## src/lcdr_pkg.sv

```systemverilog
`timescale 1ns / 1ps

package lcdr_pkg;

	// Item codes carried on the mode field.
	localparam logic [1:0] MODE_WRITE      = 2'd0;
	localparam logic [1:0] MODE_START_FAST = 2'd1;
	localparam logic [1:0] MODE_START_FULL = 2'd2;
	localparam logic [1:0] MODE_PULL       = 2'd3;

	// Register indexes on the configuration port (byte address is four times this).
	localparam logic [1:0] REG_PAD_COLUMNS = 2'd0;
	localparam logic [1:0] REG_OLED_PANEL  = 2'd1;
	localparam logic [1:0] REG_FULL_PASSES = 2'd2;

	localparam logic [2:0] FULL_PASSES_RESET = 3'd2;

	// Panel command bytes.
	localparam logic [7:0] CMD_COL_LOW    = 8'h00;
	localparam logic [7:0] CMD_COL_HIGH   = 8'h10;
	localparam logic [7:0] CMD_PAGE_BASE  = 8'hB0;
	localparam logic [7:0] CMD_DISPLAY_ON = 8'hAF;
	localparam logic [7:0] CMD_OLED_ON    = 8'hA4;

	// Number of zero bytes on each side of a page when padding is on.
	localparam int PAD_BYTES = 2;

	typedef struct packed {
		logic clear_step;
		logic write;
		logic start_fast;
		logic start_full;
		logic pull;
		logic load_out;
	} lcdr_cmd_t;

	typedef struct packed {
		logic phase_idle;
		logic clear_last;
	} lcdr_sts_t;

endpackage

```

## src/lcdr_ctrl.sv

```systemverilog
`timescale 1ns / 1ps

module lcdr_ctrl (
	input  logic                clk,
	input  logic                arst_n,
	input  logic                req_valid,
	output logic                req_stall,
	input  logic [1:0]          mode,
	output logic                rsp_valid,
	input  logic                rsp_stall,
	input  lcdr_pkg::lcdr_sts_t sts,
	output lcdr_pkg::lcdr_cmd_t cmd
);

	import lcdr_pkg::*;

	typedef enum logic [1:0] {
		S_CLEAR,
		S_RUN,
		S_LOAD
	} state_t;

	state_t state_q;
	state_t state_nx;
	logic   rsp_valid_q;
	logic   accept;
	logic   out_free;

	assign accept    = req_valid && (state_q == S_RUN);
	assign out_free  = !rsp_valid_q || !rsp_stall;
	assign req_stall = (state_q != S_RUN);
	assign rsp_valid = rsp_valid_q;

	always_comb begin
		cmd      = '0;
		state_nx = state_q;
		unique case (state_q)
			S_CLEAR: begin
				cmd.clear_step = 1'b1;
				if (sts.clear_last) begin
					state_nx = S_RUN;
				end
			end
			S_RUN: begin
				if (accept) begin
					unique case (mode)
						MODE_WRITE:      cmd.write      = 1'b1;
						MODE_START_FAST: cmd.start_fast = sts.phase_idle;
						MODE_START_FULL: cmd.start_full = sts.phase_idle;
						MODE_PULL: begin
							if (!sts.phase_idle) begin
								cmd.pull = 1'b1;
								state_nx = S_LOAD;
							end
						end
						default: ;
					endcase
				end
			end
			S_LOAD: begin
				if (out_free) begin
					cmd.load_out = 1'b1;
					state_nx     = S_RUN;
				end
			end
			default: state_nx = S_CLEAR;
		endcase
	end

	always_ff @(posedge clk or negedge arst_n) begin
		if (!arst_n) begin
			state_q     <= S_CLEAR;
			rsp_valid_q <= 1'b0;
		end else begin
			state_q <= state_nx;
			if (cmd.load_out) begin
				rsp_valid_q <= 1'b1;
			end else if (!rsp_stall) begin
				rsp_valid_q <= 1'b0;
			end
		end
	end

	a_no_overwrite: assert property (@(posedge clk) disable iff (!arst_n)
		cmd.load_out |-> !(rsp_valid_q && rsp_stall))
		else $error("result register loaded while its beat is still stalled");

	a_pull_then_load: assert property (@(posedge clk) disable iff (!arst_n)
		cmd.pull |=> (state_q == S_LOAD) && !cmd.pull)
		else $error("pull not followed by the output load cycle");

	a_clear_blocks_items: assert property (@(posedge clk) disable iff (!arst_n)
		(state_q == S_CLEAR) |-> !cmd.write && !cmd.pull && !cmd.start_fast
			&& !cmd.start_full)
		else $error("item taken during the buffer clearing pass");

endmodule

```

## config.mk

```make
export PLATFORM = sky130hd
export DESIGN_NAME = lcdr_ctrl
export DESIGN_NICKNAME = d
export VERILOG_FILES = /design/src/lcdr_pkg.sv /design/src/lcdr_ctrl.sv
export SDC_FILE = /design/constraint.sdc
export NUM_CORES = 1
export LEC_CHECK = 0
export BUFFER_PORTS_ARGS = -buffer_cell sky130_fd_sc_hd__buf_2
export CAP_MARGIN = 15
export CORE_AREA = 4 4 41 43
export CTS_CLUSTER_DIAMETER = 40
export CTS_CLUSTER_SIZE = 14
export DETAILED_ROUTE_END_ITERATION = 8
export DIE_AREA = 0 0 45 47
export GPL_ROUTABILITY_DRIVEN = 0
export PLACE_DENSITY = 0.33
export SLEW_MARGIN = 20
export SYNTH_ARGS = -nofsm -noshare
export SYNTH_HDL_FRONTEND = slang
export SYNTH_SLANG_ARGS = --single-unit
```

## constraint.sdc

```tcl
create_clock -name clk -period 2.76 [get_ports clk]
set_input_delay 0 -clock clk [delete_from_list [all_inputs] [get_ports clk]]
set_output_delay 0 -clock clk [all_outputs]
set_load 0.02 [all_outputs]
```

Yosys cells after proc, flatten, opt, wreduce, memory -nomap -nowiden
Index checks and enable logic that the tools add are counted.
Cells by class
  reductions and logical operators: 7
  mux-type cells: 18
  eq/ne operators: 12
Operator list (count)
  2-to-1 mux 1 bit: 10
  2-to-1 mux 2 bit: 5
  2-to-1 mux 4 bit: 2
  != test 2 bit, second input constant: 4
  equality test 2 bit, second input constant: 3
  != test 2 x 1 -> 1 bit, second input constant: 3
  case mux 2 bit (3 select lines): 1
  AND reduction 5 bit: 1
  equality test 2 x 1 -> 1 bit, second input constant: 2
  logical NOT 2 bit: 2
  logical NOT 1 bit: 2
  logical AND 1 bit: 1
  logical OR 1 bit: 1
Word-level totals
  flip-flop bits (word level): 3
  word-level logic and storage cells: 39
  input bits: 8
  output and inout port bits: 8

Logic depth before layout (Yosys ltp)
  depth in word-level cells: 5
  depth in mapped cells: 3
  mapped depth without buffers: 3

Worst setup path after synthesis
No wires, ideal clock.
  kind: register to output
  start: reg state_q[1]
  end: out cmd[4] in the netlist's numbering
  data arrival time: 1.245 ns
  slack: 1.515 ns
  stages on the path, launching flop included: 4
  buffers on the path: 0
  data required time: 2.760 ns
  path through: dfrtp_1 -> and2b_1 -> inv_1 -> nor4b_2
RTL lines
  start: declaration: line lcdr_ctrl.sv:23  | state_t state_q;
  start signal: assignment: line lcdr_ctrl.sv:75  | state_q <= state_nx;
  end: declaration: line lcdr_ctrl.sv:12  | output lcdr_pkg::lcdr_cmd_t cmd

==> run_summary.xml <==
<?xml version="1.0" encoding="UTF-8"?>
<metrics>
  <group name="drt">
    <metric name="route.met3.wl" unit="um">60</metric>
    <metric name="wirelength_routed" unit="um">568</metric>
    <metric name="iter_0_drt_violations" unit="">8</metric>
    <metric name="via_count" unit="">221</metric>
    <metric name="met2_wirelength" unit="um">278</metric>
    <metric name="detail-route-antenna-nets" unit="">0</metric>
    <metric name="wirelength_met1" unit="um">229</metric>
    <metric name="drtPass1Iterations" unit="">3</metric>
    <metric name="detail_route.wl_per_cell" unit="um">10.3</metric>
    <metric name="highest-signal-layer" unit="">met3</metric>
    <metric name="drcViolationCount" unit="">0</metric>
    <metric name="number_of_vias_per_cell_after_detailed_routing" unit="">4.02</metric>
  </group>
  <group name="global_route">
    <metric name="total_global_routing_track_utilization" unit="">0.0554</metric>
    <metric name="grt.overflow.total" unit="">0</metric>
    <metric name="grt_antenna_before_repair" unit="">0</metric>
    <metric name="largest_net_degree_at_the_start_of_global_routing" unit="">7</metric>
    <metric name="via_count_of_the_first_global_routing_pass" unit="">212</metric>
    <metric name="grt_pass1_wl" unit="um">828</metric>
  </group>
  <group name="hold_path">
    <metric name="hold_path_end" unit="">rsp_valid$_DFFE_PN0P_</metric>
    <metric name="min_path_cells" unit="">3</metric>
    <metric name="min_path_type" unit="">in -&gt; reg</metric>
    <metric name="holdCritStartpoint" unit="">rsp_stall</metric>
  </group>
  <group name="floorplan">
    <metric name="design.die.area" unit="um^2">2120</metric>
    <metric name="row_count" unit="">13</metric>
    <metric name="die_wd" unit="um">45</metric>
    <metric name="die_height" unit="um">47</metric>
    <metric name="core" unit="um^2">1300</metric>
    <metric name="ios" unit="">16</metric>
    <metric name="initial_utilization" unit="">0.149</metric>
  </group>
  <group name="status">
    <metric name="status" unit="">finished, final reports clean</metric>
  </group>
  <group name="setup_path">
    <metric name="reg2reg_from" unit="">state_q[1]$_DFFE_PN0P_</metric>
    <metric name="worst_ep_required_time" unit="ns">2.76</metric>
    <metric name="crit_chain" unit="">and2b_1, inv_1, nor4b_2, buf_2</metric>
    <metric name="setup.worst_path.class" unit="">reg -&gt; out</metric>
    <metric name="reg2reg_slack" unit="ns">1.73</metric>
    <metric name="crit_path_end_kind" unit="">output port</metric>
    <metric name="critPathLaunchType" unit="">register</metric>
    <metric name="worst-r2r-cell-count" unit="">2</metric>
    <metric name="crit_path_max_incr_delay" unit="ns">0.40</metric>
    <metric name="r2r_end" unit="">state_q[0]$_DFFE_PN0P_</metric>
    <metric name="critPathTopFamily" unit="">simple AND/OR/NAND/NOR gates</metric>
    <metric name="slowest_stage" unit="">sky130_fd_sc_hd__dfrtp_1</metric>
    <metric name="critical_path.max_fanout" unit="">6</metric>
    <metric name="worst-endpoint-arrival" unit="ns">1.40</metric>
    <metric name="timing.critical_path.buf_inv" unit="">2</metric>
  </group>
  <group name="logic_synthesis">
    <metric name="post_synth.cell_area_avg" unit="um^2">9.70</metric>
    <metric name="synth_top_area_cell" unit="">sky130_fd_sc_hd__dfrtp_1</metric>
    <metric name="synth-seq-cells" unit="">3</metric>
    <metric name="yosysSeqAreaShare" unit="">0.387</metric>
    <metric name="post_syn_instances" unit="">20</metric>
    <metric name="yosysTopAreaCellShare" unit="">0.387</metric>
    <metric name="synthDistinctLibCells" unit="">12</metric>
    <metric name="cell_types_with_the_largest_area_share_after_synthesis" unit="">sky130_fd_sc_hd__dfrtp_1 (39%), sky130_fd_sc_hd__nor3b_1 (12%), sky130_fd_sc_hd__nand4b_1 (9.0%)</metric>
    <metric name="yosys_warning_count" unit="">0</metric>
    <metric name="synth_area" unit="um^2">194</metric>
    <metric name="synthesis.nets" unit="">28</metric>
  </group>
  <group name="finish">
    <metric name="layout.cells.most_common" unit="">sky130_fd_sc_hd__buf_2</metric>
    <metric name="top_library_cells_by_usage_in_the_layout_fill_and_taps_aside" unit="">sky130_fd_sc_hd__buf_2 (15), sky130_fd_sc_hd__nor3b_1 (3), sky130_fd_sc_hd__clkbuf_4 (3), sky130_fd_sc_hd__dfrtp_1 (3)</metric>
    <metric name="layout-area-overhead-vs-synth" unit="%">67.1</metric>
    <metric name="fill_cells" unit="">157</metric>
    <metric name="nets" unit="">49</metric>
    <metric name="layout-drive-gt1-share" unit="">0.500</metric>
    <metric name="antenna-diode-count" unit="">0</metric>
  </group>
  <group name="clocking">
    <metric name="cts_root_buf" unit="">sky130_fd_sc_hd__clkbuf_4</metric>
    <metric name="post_cts_resized" unit="">0</metric>
    <metric name="sink_count" unit="">3</metric>
    <metric name="cts_buffer_depth" unit="">2</metric>
    <metric name="worst_setup_hold_path_clk_slew" unit="ns">0.04</metric>
    <metric name="ctsHtreeMaxLevel" unit="">1</metric>
    <metric name="cts-buffers-inserted" unit="">3</metric>
    <metric name="cts_tree" unit="">yes</metric>
    <metric name="insertion_delay" unit="ns">0.23</metric>
  </group>
  <group name="sta">
    <metric name="tightestPinTransition" unit="ns">0.196</metric>
    <metric name="post-route-worst-setup-slack" unit="ns">1.36</metric>
    <metric name="finalCritPeriodShare" unit="">0.507</metric>
    <metric name="timing.final.crit_period" unit="ns">1.40</metric>
    <metric name="fin_worst_skew" unit="ns">0.000740</metric>
    <metric name="finalHoldViolations" unit="">0</metric>
    <metric name="setup_violation_total_in_the_final_timing_report" unit="">0</metric>
    <metric name="slew_violations" unit="">0</metric>
    <metric name="max-slew-margin-rel" unit="">0.869</metric>
    <metric name="fmaxAchievable" unit="GHz">0.715</metric>
    <metric name="grt_setup_unrepaired" unit="">no</metric>
    <metric name="timing.setup.tns" unit="ns">0</metric>
  </group>
  <group name="place">
    <metric name="dp_worst_setup_slack" unit="ns">1.61</metric>
    <metric name="port_buffers" unit="">15</metric>
  </group>
  <group name="pwr">
    <metric name="powerDensity" unit="nW/um^2">703</metric>
    <metric name="power.ir.vdd_worst" unit="uV">175</metric>
    <metric name="leakage_power_of_the_design" unit="nW">0.174</metric>
  </group>
  <group name="job">
    <metric name="max_cap_viol_count" unit="">0</metric>
  </group>
</metrics>
==> sequential cells by signal, indices dropped and copies added, names as in the netlist <==
signal	count
rsp_valid	1
state_q	2
==> Yosys cell counts <==
master and n:
sky130_fd_sc_hd__a221o_1 1, sky130_fd_sc_hd__inv_1 1, sky130_fd_sc_hd__nor2_1 2, sky130_fd_sc_hd__a21oi_1 1, sky130_fd_sc_hd__and2b_1 2, sky130_fd_sc_hd__or2b_2 1, sky130_fd_sc_hd__nor4b_2 1, sky130_fd_sc_hd__nand2_1 2
sky130_fd_sc_hd__o22ai_1 1, sky130_fd_sc_hd__nand4b_1 2, sky130_fd_sc_hd__dfrtp_1 3, sky130_fd_sc_hd__nor3b_1 3
==> logic make-up (layout without fill, tap and decap cells) <==
| family | Yosys count | in the layout | share of synthesized area |
|---|---|---|---|
| AO/OA/AOI/OAI | 3 | 3 | 0.110 |
| flip-flops | 3 | 3 | 0.387 |
| AND/OR/NAND/NOR | 13 | 13 | 0.484 |
| buffers and inverters | 1 | 21 | 0.0193 |
==> worst max path at each step <==
stage,startpoint,end,slack (ns),cells past startpoint
floorplan,state_q[1]$_DFFE_PN0P_,cmd[4],1.51,3
global placement,state_q[1]$_DFFE_PN0P_,cmd[4],1.66,4
detailed placement,state_q[1]$_DFFE_PN0P_,cmd[4],1.61,4
CTS,state_q[1]$_DFFE_PN0P_,cmd[4],1.36,4
global route,state_q[1]$_DFFE_PN0P_,cmd[4],1.32,4
finish,state_q[1]$_DFFE_PN0P_,cmd[4],1.36,4
==> worst reg2reg max path, cell delays in order, from the launching register on <==
cell                      delay (ns)
sky130_fd_sc_hd__dfrtp_1        0.39
sky130_fd_sc_hd__and2b_1        0.21
sky130_fd_sc_hd__a221o_1        0.31
==> power breakdown <==
| group | internal [mW] | switching, mW |
|---|---|---|
| sequential | 0.0528 | 0.00995 |
| combinational | 0.0358 | 0.0539 |
| clock | 0.0541 | 0.0213 |
| total | 0.143 | 0.0851 |
==> metal layers <==
layer	vias up	global-route usage
li1	114	-
met1	96	0.0641
met2	11	0.0847
met3	0	0.0115
met4	0	0.0526
met5	-	0
==> stage by stage <==
| step | hold WS, ns | utilization | instance area (um^2) | total power [mW] | std cells |
|---|---|---|---|---|---|
| after global routing | 0.0764 | 0.249 | 324 | 0.244 | 55 |
| after CTS | 0.0360 | 0.249 | 324 | 0.235 | 55 |
| after floorplan | -0.296 | - | 194 | 0.120 | 20 |
| final | 0.0400 | 0.249 | 324 | 0.228 | 55 |
| after detailed placement | -0.201 | 0.221 | 288 | 0.154 | 50 |
| after global placement | -0.200 | 0.221 | 288 | 0.153 | 50 |
==> layout make-up <==
class / count / area (um^2) / share of cell area
Sequential cell: 3 / 75.1 / 0.232
Timing Repair Buffer: 16 / 85.1 / 0.263
Clock buffer: 4 / 26.3 / 0.0811
Inverter: 1 / 3.75 / 0.0116
Tap cell: 15 / 18.8 / 0.0579
Multi-Input combinational cell: 16 / 115 / 0.355
==> repair_timing <==
item / 4_1_cts / 5_1_grt
hold buffers: 1 / 0
setup buffers: 0 / 0
endpoints found under the hold margin: 3 / 0
endpoints found under the setup margin: 0 / 0
No activity file was read; power rests on OpenSTA's default activity.
